==> src/rtl/sfd_pkg.sv <==
`timescale 1ns / 1ps
// ----------------------------------------------------------------------------
// sfd_pkg
// Shared constants and types of the status frame deframer.
// ----------------------------------------------------------------------------
package sfd_pkg;

  localparam logic [7:0]  HDR_BYTE     = 8'h24;
  localparam logic [7:0]  FTR_BYTE     = 8'h25;
  localparam logic [7:0]  TYPE_CUP     = 8'hA1;
  localparam logic [7:0]  TYPE_OUTLET  = 8'hA5;
  localparam logic [7:0]  TYPE_DOOR    = 8'hAA;
  localparam logic [14:0] MAXLEN_RESET = 15'd10000;

  localparam int CAPTURE_DEPTH_DEF = 26;
  localparam int SNAP_BYTES        = 26;

  localparam logic [1:0] KIND_CUP    = 2'd0;
  localparam logic [1:0] KIND_OUTLET = 2'd1;
  localparam logic [1:0] KIND_DOOR   = 2'd2;
  localparam logic [1:0] KIND_OTHER  = 2'd3;

  typedef struct packed {
    logic                         valid;
    logic [SNAP_BYTES-1:0][7:0]   bytes;
  } frame_t;

  typedef struct packed {
    logic [1:0]  record_kind;
    logic [1:0]  unit_index;
    logic [7:0]  link_status;
    logic [7:0]  value_a;
    logic [7:0]  value_b;
    logic [7:0]  value_c;
    logic [7:0]  value_d;
    logic [7:0]  value_e;
    logic [39:0] outlet_states;
    logic [39:0] outlet_sensors;
    logic [39:0] outlet_locks;
    logic        last_record;
  } rec_t;

endpackage

==> src/rtl/sfd_if.sv <==
`timescale 1ns / 1ps
// ----------------------------------------------------------------------------
// sfd_if
// Channel interfaces: received bytes, result records, configuration writes.
// ----------------------------------------------------------------------------
interface sfd_byte_if;
  logic       valid;
  logic       ready;
  logic [7:0] rx_byte;

  modport source (output valid, output rx_byte, input ready);
  modport sink   (input valid, input rx_byte, output ready);
endinterface

interface sfd_rec_if;
  logic        valid;
  logic        ready;
  logic [1:0]  record_kind;
  logic [1:0]  unit_index;
  logic [7:0]  link_status;
  logic [7:0]  value_a;
  logic [7:0]  value_b;
  logic [7:0]  value_c;
  logic [7:0]  value_d;
  logic [7:0]  value_e;
  logic [39:0] outlet_states;
  logic [39:0] outlet_sensors;
  logic [39:0] outlet_locks;
  logic        last_record;

  modport source (output valid, output record_kind, output unit_index, output link_status,
                  output value_a, output value_b, output value_c, output value_d,
                  output value_e, output outlet_states, output outlet_sensors,
                  output outlet_locks, output last_record, input ready);
  modport sink   (input valid, input record_kind, input unit_index, input link_status,
                  input value_a, input value_b, input value_c, input value_d,
                  input value_e, input outlet_states, input outlet_sensors,
                  input outlet_locks, input last_record, output ready);
endinterface

interface sfd_cfg_if;
  logic        valid;
  logic        ready;
  logic [14:0] max_frame_length;

  modport source (output valid, output max_frame_length, input ready);
  modport sink   (input valid, input max_frame_length, output ready);
endinterface

==> src/rtl/sfd_deframer.sv <==
`timescale 1ns / 1ps
// ----------------------------------------------------------------------------
// sfd_deframer
// Header hunt, length check, capture, footer check: one byte per ready cycle.
// ----------------------------------------------------------------------------
module sfd_deframer #(
  parameter int CAPTURE_DEPTH = sfd_pkg::CAPTURE_DEPTH_DEF
) (
  input  logic            clk,
  input  logic            rst_n,
  sfd_byte_if.sink        in_ch,
  sfd_cfg_if.sink         cfg_ch,
  output sfd_pkg::frame_t frm,
  input  logic            frm_ready
);

  localparam int          IDX_W   = $clog2(CAPTURE_DEPTH);
  localparam logic [14:0] DEPTH15 = 15'(CAPTURE_DEPTH);

  typedef enum logic [1:0] {
    PH_HUNT,
    PH_LENLO,
    PH_LENHI,
    PH_BODY
  } phase_t;

  phase_t                        phase_r, phase_nxt;
  logic [14:0]                   frame_length_r, frame_length_nxt;
  logic [14:0]                   byte_pos_r, byte_pos_nxt;
  logic [14:0]                   max_len_r;
  logic [CAPTURE_DEPTH-1:0][7:0] capture_r, capture_nxt;

  logic        accept;
  logic        last_pos;
  logic [7:0]  b;
  logic [7:0]  lo;
  logic [14:0] len;
  logic [14:0] wr_pos;
  logic        done;

  assign b        = in_ch.rx_byte;
  assign lo       = frame_length_r[7:0];
  assign len      = {b[6:0], lo};
  assign wr_pos   = byte_pos_r - 15'd1;
  assign last_pos = ({1'b0, byte_pos_r} + 16'd1) >= {1'b0, frame_length_r};

  assign in_ch.ready  = !((phase_r == PH_BODY) && last_pos && !frm_ready);
  assign cfg_ch.ready = 1'b1;
  assign accept       = in_ch.valid && in_ch.ready;

  always_comb begin
    phase_nxt        = phase_r;
    frame_length_nxt = frame_length_r;
    byte_pos_nxt     = byte_pos_r;
    capture_nxt      = capture_r;
    done             = 1'b0;
    if (accept) begin
      case (phase_r)
        PH_HUNT: begin
          if (b == sfd_pkg::HDR_BYTE) begin
            capture_nxt = '0;
            phase_nxt   = PH_LENLO;
          end
        end
        PH_LENLO: begin
          frame_length_nxt = {7'd0, b};
          phase_nxt        = PH_LENHI;
        end
        PH_LENHI: begin
          if (b[7] || (len > max_len_r)) begin
            // rescan the two length bytes for a header
            if (lo == sfd_pkg::HDR_BYTE) begin
              capture_nxt      = '0;
              frame_length_nxt = {7'd0, b};
              phase_nxt        = PH_LENHI;
            end else if (b == sfd_pkg::HDR_BYTE) begin
              capture_nxt      = '0;
              frame_length_nxt = '0;
              phase_nxt        = PH_LENLO;
            end else begin
              frame_length_nxt = '0;
              phase_nxt        = PH_HUNT;
            end
          end else begin
            frame_length_nxt = len;
            byte_pos_nxt     = '0;
            phase_nxt        = (len == 15'd0) ? PH_HUNT : PH_BODY;
          end
        end
        PH_BODY: begin
          if ((byte_pos_r != 15'd0) && (wr_pos < DEPTH15)) begin
            capture_nxt[wr_pos[IDX_W-1:0]] = b;
          end
          if (last_pos) begin
            phase_nxt    = PH_HUNT;
            byte_pos_nxt = '0;
            done         = (b == sfd_pkg::FTR_BYTE);
          end else begin
            byte_pos_nxt = byte_pos_r + 15'd1;
          end
        end
        default: begin
          phase_nxt = PH_HUNT;
        end
      endcase
    end
  end

  assign frm.valid = done;
  assign frm.bytes = capture_nxt[sfd_pkg::SNAP_BYTES-1:0];

  always_ff @(posedge clk) begin
    if (!rst_n) begin
      phase_r        <= PH_HUNT;
      frame_length_r <= '0;
      byte_pos_r     <= '0;
      capture_r      <= '0;
      max_len_r      <= sfd_pkg::MAXLEN_RESET;
    end else begin
      phase_r        <= phase_nxt;
      frame_length_r <= frame_length_nxt;
      byte_pos_r     <= byte_pos_nxt;
      capture_r      <= capture_nxt;
      if (cfg_ch.valid && cfg_ch.ready) begin
        max_len_r <= cfg_ch.max_frame_length;
      end
    end
  end

endmodule

==> src/rtl/sfd_emitter.sv <==
`timescale 1ns / 1ps
// ----------------------------------------------------------------------------
// sfd_emitter
// Holds a good frame and issues its records through the output register.
// ----------------------------------------------------------------------------
module sfd_emitter (
  input  logic            clk,
  input  logic            rst_n,
  input  sfd_pkg::frame_t frm,
  output logic            frm_ready,
  sfd_rec_if.source       out_ch
);

  logic [sfd_pkg::SNAP_BYTES-1:0][7:0] snap_r;
  logic                                snap_valid_r;
  logic [1:0]                          rec_idx_r;
  logic                                out_valid_r;
  sfd_pkg::rec_t                       out_rec_r;

  sfd_pkg::rec_t rec;
  logic [1:0]    kind;
  logic          last;
  logic          load;

  always_comb begin
    case (snap_r[1])
      sfd_pkg::TYPE_CUP:    kind = sfd_pkg::KIND_CUP;
      sfd_pkg::TYPE_OUTLET: kind = sfd_pkg::KIND_OUTLET;
      sfd_pkg::TYPE_DOOR:   kind = sfd_pkg::KIND_DOOR;
      default:              kind = sfd_pkg::KIND_OTHER;
    endcase
  end

  assign last = (kind != sfd_pkg::KIND_CUP) || (rec_idx_r == 2'd3);

  always_comb begin
    rec             = '0;
    rec.record_kind = kind;
    rec.last_record = last;
    case (kind)
      sfd_pkg::KIND_CUP: begin
        rec.unit_index = rec_idx_r;
        for (int i = 0; i < 4; i++) begin
          if (rec_idx_r == 2'(i)) begin
            rec.link_status = snap_r[2 + 6 * i];
            rec.value_a     = snap_r[3 + 6 * i];
            rec.value_b     = snap_r[4 + 6 * i];
            rec.value_c     = snap_r[5 + 6 * i];
            rec.value_d     = snap_r[6 + 6 * i];
            rec.value_e     = snap_r[7 + 6 * i];
          end
        end
      end
      sfd_pkg::KIND_OUTLET: begin
        rec.link_status    = snap_r[2];
        rec.outlet_states  = {snap_r[7], snap_r[6], snap_r[5], snap_r[4], snap_r[3]};
        rec.outlet_sensors = {snap_r[12], snap_r[11], snap_r[10], snap_r[9], snap_r[8]};
        rec.outlet_locks   = {snap_r[17], snap_r[16], snap_r[15], snap_r[14], snap_r[13]};
      end
      sfd_pkg::KIND_DOOR: begin
        rec.link_status = 8'd1;
        rec.value_a     = {7'd0, (snap_r[3] == 8'd0)};
        rec.value_b     = {7'd0, (snap_r[4] == 8'd0)};
      end
      default: begin
        rec.unit_index = 2'd0;
      end
    endcase
  end

  assign load      = snap_valid_r && (!out_valid_r || out_ch.ready);
  assign frm_ready = !snap_valid_r || (load && last);

  always_ff @(posedge clk) begin
    if (!rst_n) begin
      snap_valid_r <= 1'b0;
      rec_idx_r    <= '0;
      out_valid_r  <= 1'b0;
    end else begin
      if (frm.valid && frm_ready) begin
        snap_valid_r <= 1'b1;
        rec_idx_r    <= '0;
      end else if (load) begin
        snap_valid_r <= !last;
        rec_idx_r    <= rec_idx_r + 2'd1;
      end
      if (load) begin
        out_valid_r <= 1'b1;
      end else if (out_ch.ready) begin
        out_valid_r <= 1'b0;
      end
    end
  end

  always_ff @(posedge clk) begin
    if (frm.valid && frm_ready) begin
      snap_r <= frm.bytes;
    end
    if (load) begin
      out_rec_r <= rec;
    end
  end

  assign out_ch.valid          = out_valid_r;
  assign out_ch.record_kind    = out_rec_r.record_kind;
  assign out_ch.unit_index     = out_rec_r.unit_index;
  assign out_ch.link_status    = out_rec_r.link_status;
  assign out_ch.value_a        = out_rec_r.value_a;
  assign out_ch.value_b        = out_rec_r.value_b;
  assign out_ch.value_c        = out_rec_r.value_c;
  assign out_ch.value_d        = out_rec_r.value_d;
  assign out_ch.value_e        = out_rec_r.value_e;
  assign out_ch.outlet_states  = out_rec_r.outlet_states;
  assign out_ch.outlet_sensors = out_rec_r.outlet_sensors;
  assign out_ch.outlet_locks   = out_rec_r.outlet_locks;
  assign out_ch.last_record    = out_rec_r.last_record;

endmodule

==> src/rtl/status_frame_deframer_top.sv <==
`timescale 1ns / 1ps
// ----------------------------------------------------------------------------
// status_frame_deframer_top
// Status frame deframer: byte stream in, decoded status records out.
//
// in_ch takes one received byte per transaction, one per cycle at full rate.
// cfg_ch writes max_frame_length (reset 10000); write only while idle.
// out_ch carries records: four cup-unit records for a cup frame, one record
// for any other good frame, last_record set on the final one.
// On the footer byte a good frame goes into the snapshot, then its first
// record to the output register; cup records go one per cycle on out_ch ready.
// A finished frame is held in a snapshot stage so bytes of the next frame
// keep flowing while records drain; in_ch stalls only on a frame's last byte
// while the snapshot still holds records not yet moved to the output.
// When out_ch stalls, the output register holds its record.
// Reset (rst_n low at a clock edge) returns to header hunt, clears the
// capture buffer and drops any pending records.
// ----------------------------------------------------------------------------
module status_frame_deframer_top #(
  parameter int CAPTURE_DEPTH = sfd_pkg::CAPTURE_DEPTH_DEF
) (
  input  logic      clk,
  input  logic      rst_n,
  sfd_byte_if.sink  in_ch,
  sfd_cfg_if.sink   cfg_ch,
  sfd_rec_if.source out_ch
);

  sfd_pkg::frame_t frm;
  logic            frm_ready;

  sfd_deframer #(
    .CAPTURE_DEPTH(CAPTURE_DEPTH)
  ) u_deframer (
    .clk      (clk),
    .rst_n    (rst_n),
    .in_ch    (in_ch),
    .cfg_ch   (cfg_ch),
    .frm      (frm),
    .frm_ready(frm_ready)
  );

  sfd_emitter u_emitter (
    .clk      (clk),
    .rst_n    (rst_n),
    .frm      (frm),
    .frm_ready(frm_ready),
    .out_ch   (out_ch)
  );

endmodule
==> src/flat_wrapper.sv <==
// flat-port wrapper written by rule: the top's interface ports become plain ports
module status_frame_deframer_top_flat 
#(
  parameter int CAPTURE_DEPTH = sfd_pkg::CAPTURE_DEPTH_DEF
)
  (clk, rst_n, in_ch_valid, in_ch_rx_byte, in_ch_ready, cfg_ch_valid, cfg_ch_max_frame_length, cfg_ch_ready, out_ch_valid, out_ch_record_kind, out_ch_unit_index, out_ch_link_status, out_ch_value_a, out_ch_value_b, out_ch_value_c, out_ch_value_d, out_ch_value_e, out_ch_outlet_states, out_ch_outlet_sensors, out_ch_outlet_locks, out_ch_last_record, out_ch_ready);
  sfd_byte_if in_ch_i ();
  sfd_cfg_if cfg_ch_i ();
  sfd_rec_if out_ch_i ();
  input  logic clk;
  input  logic rst_n;
  input wire logic [$bits(in_ch_i.valid)-1:0] in_ch_valid;
  input wire logic [$bits(in_ch_i.rx_byte)-1:0] in_ch_rx_byte;
  output wire logic [$bits(in_ch_i.ready)-1:0] in_ch_ready;
  input wire logic [$bits(cfg_ch_i.valid)-1:0] cfg_ch_valid;
  input wire logic [$bits(cfg_ch_i.max_frame_length)-1:0] cfg_ch_max_frame_length;
  output wire logic [$bits(cfg_ch_i.ready)-1:0] cfg_ch_ready;
  output wire logic [$bits(out_ch_i.valid)-1:0] out_ch_valid;
  output wire logic [$bits(out_ch_i.record_kind)-1:0] out_ch_record_kind;
  output wire logic [$bits(out_ch_i.unit_index)-1:0] out_ch_unit_index;
  output wire logic [$bits(out_ch_i.link_status)-1:0] out_ch_link_status;
  output wire logic [$bits(out_ch_i.value_a)-1:0] out_ch_value_a;
  output wire logic [$bits(out_ch_i.value_b)-1:0] out_ch_value_b;
  output wire logic [$bits(out_ch_i.value_c)-1:0] out_ch_value_c;
  output wire logic [$bits(out_ch_i.value_d)-1:0] out_ch_value_d;
  output wire logic [$bits(out_ch_i.value_e)-1:0] out_ch_value_e;
  output wire logic [$bits(out_ch_i.outlet_states)-1:0] out_ch_outlet_states;
  output wire logic [$bits(out_ch_i.outlet_sensors)-1:0] out_ch_outlet_sensors;
  output wire logic [$bits(out_ch_i.outlet_locks)-1:0] out_ch_outlet_locks;
  output wire logic [$bits(out_ch_i.last_record)-1:0] out_ch_last_record;
  input wire logic [$bits(out_ch_i.ready)-1:0] out_ch_ready;
  assign in_ch_i.valid = in_ch_valid;
  assign in_ch_i.rx_byte = in_ch_rx_byte;
  assign in_ch_ready = in_ch_i.ready;
  assign cfg_ch_i.valid = cfg_ch_valid;
  assign cfg_ch_i.max_frame_length = cfg_ch_max_frame_length;
  assign cfg_ch_ready = cfg_ch_i.ready;
  assign out_ch_valid = out_ch_i.valid;
  assign out_ch_record_kind = out_ch_i.record_kind;
  assign out_ch_unit_index = out_ch_i.unit_index;
  assign out_ch_link_status = out_ch_i.link_status;
  assign out_ch_value_a = out_ch_i.value_a;
  assign out_ch_value_b = out_ch_i.value_b;
  assign out_ch_value_c = out_ch_i.value_c;
  assign out_ch_value_d = out_ch_i.value_d;
  assign out_ch_value_e = out_ch_i.value_e;
  assign out_ch_outlet_states = out_ch_i.outlet_states;
  assign out_ch_outlet_sensors = out_ch_i.outlet_sensors;
  assign out_ch_outlet_locks = out_ch_i.outlet_locks;
  assign out_ch_last_record = out_ch_i.last_record;
  assign out_ch_i.ready = out_ch_ready;
  status_frame_deframer_top #(.CAPTURE_DEPTH(CAPTURE_DEPTH)) u_core (.clk(clk), .rst_n(rst_n), .in_ch(in_ch_i), .cfg_ch(cfg_ch_i), .out_ch(out_ch_i));
endmodule
==> config.mk <==
export PLATFORM = sky130hd
export DESIGN_NAME = status_frame_deframer_top_flat
export DESIGN_NICKNAME = d
export VERILOG_FILES = /design/src/rtl/sfd_pkg.sv /design/src/rtl/sfd_if.sv /design/src/rtl/sfd_deframer.sv /design/src/rtl/sfd_emitter.sv /design/src/rtl/status_frame_deframer_top.sv /design/src/flat_wrapper.sv
export SDC_FILE = /design/constraint.sdc
export NUM_CORES = 1
export LEC_CHECK = 0
export BUFFER_PORTS_ARGS = -buffer_cell sky130_fd_sc_hd__buf_2
export CORE_MARGIN = 10
export CORE_UTILIZATION = 48
export CTS_CLUSTER_DIAMETER = 40
export CTS_CLUSTER_SIZE = 14
export DETAILED_ROUTE_END_ITERATION = 8
export GPL_TIMING_DRIVEN = 0
export PLACE_DENSITY = 0.75
export SLEW_MARGIN = 25
export SYNTH_ARGS = -nofsm -noshare
export SYNTH_HDL_FRONTEND = slang
export SYNTH_SLANG_ARGS = --single-unit
==> constraint.sdc <==
create_clock -name clk -period 8.9 [get_ports clk]
set_clock_uncertainty 0.2 [all_clocks]
set_input_delay 1.78 -clock clk [delete_from_list [all_inputs] [get_ports clk]]
set_output_delay 1.78 -clock clk [all_outputs]
set_load 0.02 [all_outputs]
==> results of run 1 <==
per-stage QoR:
stage | setup slack, ns | TNS [ns] | power (mW) | hold WS (ns) | instance area [µm²]
floorplan | 1.07 | 0 | 3.14 | 0.232 | 26800
global placement | -0.861 | -165.33 | 3.17 | 0.246 | 28800
detailed placement | 3.12 | 0 | 3.17 | 0.248 | 28800
CTS | 2.55 | 0 | 6.70 | 0.256 | 31900
global route | 2.21 | 0 | 6.83 | 0.280 | 31900
finish | 2.51 | 0 | 6.68 | 0.255 | 31900
per-layer routing:
metal / vias up / GRT usage, % / share of wire [%]
met5: - / 0 / 0
met4: 0 / 12.5 / 4.8
met3: 253 / 6.45 / 11
met2: 1317 / 42.6 / 46
met1: 10600 / 33.7 / 39
li1: 9733 / - / -
worst max-delay path, cell delays in order, from the launching register on:
cell      delay, ns
dfxtp_1        0.52
ha_1           0.28
and3_1         0.27
nand3_1        0.17
inv_1          0.12
and3_1         0.15
clkbuf_1       0.26
nand3_1        0.14
xnor2_1        0.19
ha_1           0.30
nand3_1        0.10
a211o_1        0.29
or2_2          0.29
a41oi_2        0.31
inv_2          0.17
buf_2          0.20
synthesized netlist by cell type (61+ instances only):
library cell / n / area, µm²
nand3_1: 73 / 365
and2_1: 139 / 870
o2bb2ai_1: 112 / 981
nand2_1: 325 / 1220
o22ai_1: 200 / 1250
nor2_1: 189 / 709
edfxtp_1: 373 / 11200
a21oi_1: 130 / 651
inv_1: 61 / 229
clkbuf_1: 137 / 514
a22o_1: 64 / 561
dfxtp_1: 251 / 5020
sequential cells by signal (all words and copies together), names as in the netlist, 15 cells and up:
signal / cells
u_core.u_deframer.byte_pos_r: 15
u_core.u_deframer.capture_r: 200
u_core.u_deframer.frame_length_r: 15
u_core.u_deframer.max_len_r: 15
u_core.u_emitter.out_ch.outlet_locks: 40
u_core.u_emitter.out_ch.outlet_sensors: 40
u_core.u_emitter.out_ch.outlet_states: 40
u_core.u_emitter.snap_r: 200
placed cells by master, fill, tap and decap left out, types with 11 or more instances in the layout:
cell / instances
a21o_1: 14
a21oi_1: 130
a22o_1: 64
a22oi_1: 48
and2_1: 139
and3_1: 13
buf_1: 27
buf_2: 225
clkbuf_1: 143
clkbuf_16: 94
clkinv_4: 11
dfxtp_1: 251
edfxtp_1: 373
ha_1: 45
inv_1: 59
inv_6: 14
mux2i_1: 17
nand2_1: 325
nand3_1: 73
nand4_1: 20
nor2_1: 188
nor3_1: 14
o21ai_0: 42
o22ai_1: 200
o2bb2ai_1: 112
o32ai_1: 16
xnor2_1: 11
worst paths after layout:
path	start	endpoint	slack (ns)	cells after the start
max	u_core.u_deframer.byte_pos_r[0]$_SDFFE_PN0P_	in_ch_ready	2.51	15
min	u_core.u_deframer.frame_length_r[13]$_SDFFE_PN0P_	u_core.u_deframer.frame_length_r[13]$_SDFFE_PN0P_	0.25	2
max reg2reg	u_core.u_deframer.byte_pos_r[0]$_SDFFE_PN0P_	u_core.u_emitter.snap_r[41]$_DFFE_PP_	2.93	18
min reg2reg	u_core.u_deframer.frame_length_r[13]$_SDFFE_PN0P_	u_core.u_deframer.frame_length_r[13]$_SDFFE_PN0P_	0.25	2
power breakdown:
group	total, mW	switching, mW	internal [mW]
sequential	3.03	0.00227	3.03
combinational	0.0817	0.0615	0.0202
clock	3.57	1.38	2.19
total	6.68	1.44	5.24
logic make-up after synthesis:
| logic type | Yosys count | share of synthesized area [%] |
|---|---|---|
| AOI/OAI and AO/OA | 683 | 17.9 |
| xor gates and xnor gates | 19 | 0.620 |
| adders and majority gates | 45 | 2.10 |
| buffers and inverters | 260 | 3.89 |
| DFF | 624 | 60.5 |
| muxes | 17 | 0.634 |
| other | 1 | 0.0140 |
| and+or+nand+nor | 827 | 14.4 |
cell type report:
cell class,instances,area [µm²]
Antenna cell,2,5.00
Timing Repair Buffer,202,1060
Fill cell,4609,23300
Sequential cell,624,16200
Clock buffer,104,2430
Buffer,196,802
Inverter,64,255
Tap cell,748,936
Clock inverter,54,603
Multi-Input combinational cell,1592,9570
==> impl_metrics.ini, run 1 <==
[cts]
clk_pin_slew_ns = 0.05
insertion_delay_ns = 0.63
h-tree-depth = 3
cts_hold_buffers = 0
cts-resized-gates = 0
clockRootBuffer = clkbuf_16
cts_setup_buffers = 0
cts_made_buffers = 85
cts_tree = yes
clock_sinks = 624
cts_buffer_depth = 3

[placed_design]
dp.cells = 3426
port_buffers = 200
gp_congestion = 0.975
hpwl_um = 66900

[layout]
postLayoutCoreUtil_pct = 57.8
nets = 2838
syn_to_final_growth_pct = 18.9
drive_gt1_share_pct = 14.9
stdcell_count = 3586

[pwr]
vdd_drop_max_uv = 180
leakage_nw = 11.5
p_per_area_nw_per_um2 = 210

[sta]
min_period_over_period_pct = 71.8
slew_violations = 0
relSlewSlack_pct = 24.0
tightest_slew_ns = 1.14
period_needed_ns = 6.39
final-hold-violation-count = 0
fmax_mhz = 157
rsz0062_at_grt = false
setup-violations-final = 0

[global_route]
grt_overflow = 0
grt_pass1_vias = 21000
grt_pass1_wl_um = 134000
grt.total_usage_pct = 26.7
grt_max_degree = 110
antenna_found_initial = 2

[route]
drt_first_pass_iters = 6
routed_wl_um = 91000
vias = 21900
final_antenna_net_count = 0
routedWlPerCell_um = 25.4
drtIter0Drc = 3142
drc = 0
viasPerCell = 6.11

[die]
rows = 86
dieHeight_um = 256
die-area_um2 = 65700
die_width_um = 256
coreArea_um2 = 55200
io_pins = 204
start_util_pct = 48.6

[synthesis]
syn_inst = 2476
ys_ff_latch = 624
synth_edf_count = 373
yosysWarnings = 0
yosysSeqAreaShare_pct = 60.5
synth_cell_types = 74
synthFlopType = edfxtp_1
syn_avg_cell_area_um2 = 10.8
netlist_area_um2 = 26800
syn_nets = 2549
async_flop_share_pct = 0

[min_path]
min_path_type = reg2reg

[run]
drv_cap = 0

[run_status]
status = finished, final reports clean

[setup_path]
crit_required_ns = 6.92
critPathLaunchType = register
cp_max_fo = 9
crit_arrival_ns = 4.41
worstSetupPathType = reg2out
endpoint_kind = output pin
Power figures use the tool's default switching activity.
==> run 2: changes to the inputs <==
==> constraint.sdc (replaced) <==
create_clock -name clk -period 5.93 [get_ports clk]
set_clock_uncertainty 0.2 [all_clocks]
set_input_delay 1.186 -clock clk [delete_from_list [all_inputs] [get_ports clk]]
set_output_delay 1.186 -clock clk [all_outputs]
set_load 0.02 [all_outputs]
==> impl_metrics.ini, run 2 (same netlist as run 1, synthesis figures left out) <==
[setup_path]
crit_arrival_ns = 5.68
critPathLaunchType = register
rrSetupSlack_ns = 0.41
crit_required_ns = 6.09
reg2reg_from = u_core.u_deframer.byte_pos_r[0]$_SDFFE_PN0P_
rr_endpoint = u_core.u_emitter.snap_r[42]$_DFFE_PP_
ff2ff_path_depth = 18
cp_max_fo = 10
endpoint_kind = register
worstSetupPathType = reg2reg

[pwr]
switching_power_mw = 2.19
leakage_nw = 11.6
swShare_pct = 21.5
vdd_drop_max_uv = 250
clock_power_share_pct = 54.1
power.internal_mw = 8.00
seq_power_share_pct = 44.7
p_per_area_nw_per_um2 = 317
comb_power_share_pct = 1.2

[route]
drtIter0Drc = 2840
viasPerCell = 6.13
vias = 22100
routedWlPerCell_um = 25.3
routed_wl_um = 91000
final_antenna_net_count = 0
drt_first_pass_iters = 6
drc = 0

[sta]
fmax_mhz = 181
rsz0062_at_grt = false
tightest_slew_ns = 1.09
fin_tns_setup_ns = 0
final-hold-violation-count = 0
slew_violations = 0
setup-violations-final = 0
hold_ws_ns = 0.255
setup_slack_ns = 0.412
min_period_over_period_pct = 93.1
period_needed_ns = 5.52
relSlewSlack_pct = 27.4

[layout]
stdcell_count = 3602
mostFrequentLayoutCells = edfxtp_1, nand2_1, dfxtp_1, buf_2, o22ai_1
nets = 2847
mostFrequentLayoutCell = edfxtp_1
drive_gt1_share_pct = 15.6
fillers = 4615
multiInputGateArea_um2 = 9630
syn_to_final_growth_pct = 19.9
reg.largest.list = u_core.u_deframer.capture_r: 200 flops, u_core.u_emitter.snap_r: 200 flops
register_area_um2 = 16200

[global_route]
grt_overflow = 0
antenna_found_initial = 7
grt_pass1_wl_um = 134000
grt.total_usage_pct = 26.6
grt_pass1_vias = 21400
grt_max_degree = 102

[run_status]
status = finished, final reports clean

[placed_design]
gp_congestion = 0.978
dp.cells = 3431
hpwl_um = 67200
port_buffers = 200
pre_cts_ws_ns = 0.633

[die]
io_pins = 204
die_width_um = 256
coreArea_um2 = 55200
start_util_pct = 48.6
dieHeight_um = 256
die-area_um2 = 65700
rows = 86

[run]
drv_cap = 0

[min_path]
min_path_type = reg2reg
hold_end = u_core.u_deframer.frame_length_r[12]$_SDFFE_PN0P_
min_path_cells = 2
hold_start = u_core.u_deframer.frame_length_r[12]$_SDFFE_PN0P_

[cts]
cts_buffer_depth = 3
insertion_delay_ns = 0.65
cts_hold_buffers = 0
clockRootBuffer = clkbuf_16
clk_pin_slew_ns = 0.06
clock_sinks = 624
h-tree-depth = 3
cts_made_buffers = 89
cts_setup_buffers = 0
cts_tree = yes
cts-resized-gates = 0
[run 2: cell count changes in the layout (fill, tap and decap cells not counted), sizes merged]
cell      delta
clkbuf       +2
clkinv       +8
buf          +5
inv          -1
diode        +1
clkinvlp     -3
bufinv       +4
[run 2: power groups by stage]
stage	registers [mW]	logic (mW)	clock network [mW]
6_report	4.55	0.124	5.52
5_1_grt	4.55	0.132	5.74
4_1_cts	4.55	0.119	5.54
3_5_place_dp	4.64	0.119	0
3_3_place_gp	4.64	0.114	0
2_1_floorplan	4.64	0.0673	0
[run 2: layout make-up]
cell class	instances	share of cell area [%]
Multi-Input combinational cell	1592	29.9
Antenna cell	3	0.0233
Buffer	196	2.54
Clock inverter	62	2.35
Inverter	64	0.782
Timing Repair Buffer	207	3.57
Sequential cell	624	50.5
Clock buffer	106	7.42
Tap cell	748	2.91
[run 2: routing by layer]
metal | GRT usage (%) | wire length, µm
met3 | 7.19 | 9990
met1 | 33.0 | 34400
met4 | 12.9 | 4030
met2 | 42.4 | 42600
met5 | 0 | 34
[run 2: worst max-delay path: stages, from the launching register on]
cell       delay (ns)
dfxtp_4          0.41
ha_4             0.16
and3_4           0.20
nand3_2          0.11
inv_1            0.11
and3_1           0.17
clkbuf_8         0.15
nand3_4          0.08
xnor2_2          0.18
ha_1             0.33
a21oi_1          0.17
a21boi_1         0.09
o21bai_1         0.27
a41oi_2          0.27
nor2_1           0.39
clkbuf_1         0.49
nand3_1          0.39
clkbuf_1         0.39
o2bb2ai_1        0.66
[run 2: worst max path at each step]
stage | start | end | slack (ns) | cells past startpoint
3_3_place_gp | u_core.u_deframer.byte_pos_r[2]$_SDFFE_PN0P_ | u_core.u_emitter.snap_r[90]$_DFFE_PP_ | -1.73 | 12
2_1_floorplan | u_core.u_deframer.byte_pos_r[0]$_SDFFE_PN0P_ | u_core.u_emitter.snap_r[100]$_DFFE_PP_ | -0.12 | 15
4_1_cts | u_core.u_deframer.byte_pos_r[2]$_SDFFE_PN0P_ | in_ch_ready | 0.61 | 13
5_1_grt | u_core.u_deframer.byte_pos_r[2]$_SDFFE_PN0P_ | u_core.u_emitter.snap_r[42]$_DFFE_PP_ | 0.20 | 15
6_report | u_core.u_deframer.byte_pos_r[0]$_SDFFE_PN0P_ | u_core.u_emitter.snap_r[42]$_DFFE_PP_ | 0.41 | 18
3_5_place_dp | in_ch_rx_byte[1] | u_core.u_emitter.snap_r[83]$_DFFE_PP_ | 0.63 | 12
[run 2: per-stage QoR]
step	power (mW)	instance area (µm²)	util (%)
finish	10.2	32200	58.3
global route	10.4	32200	58.2
CTS	10.2	32200	58.2
detailed placement	4.76	29000	52.6
global placement	4.76	28800	52.3
floorplan	4.71	26900	-
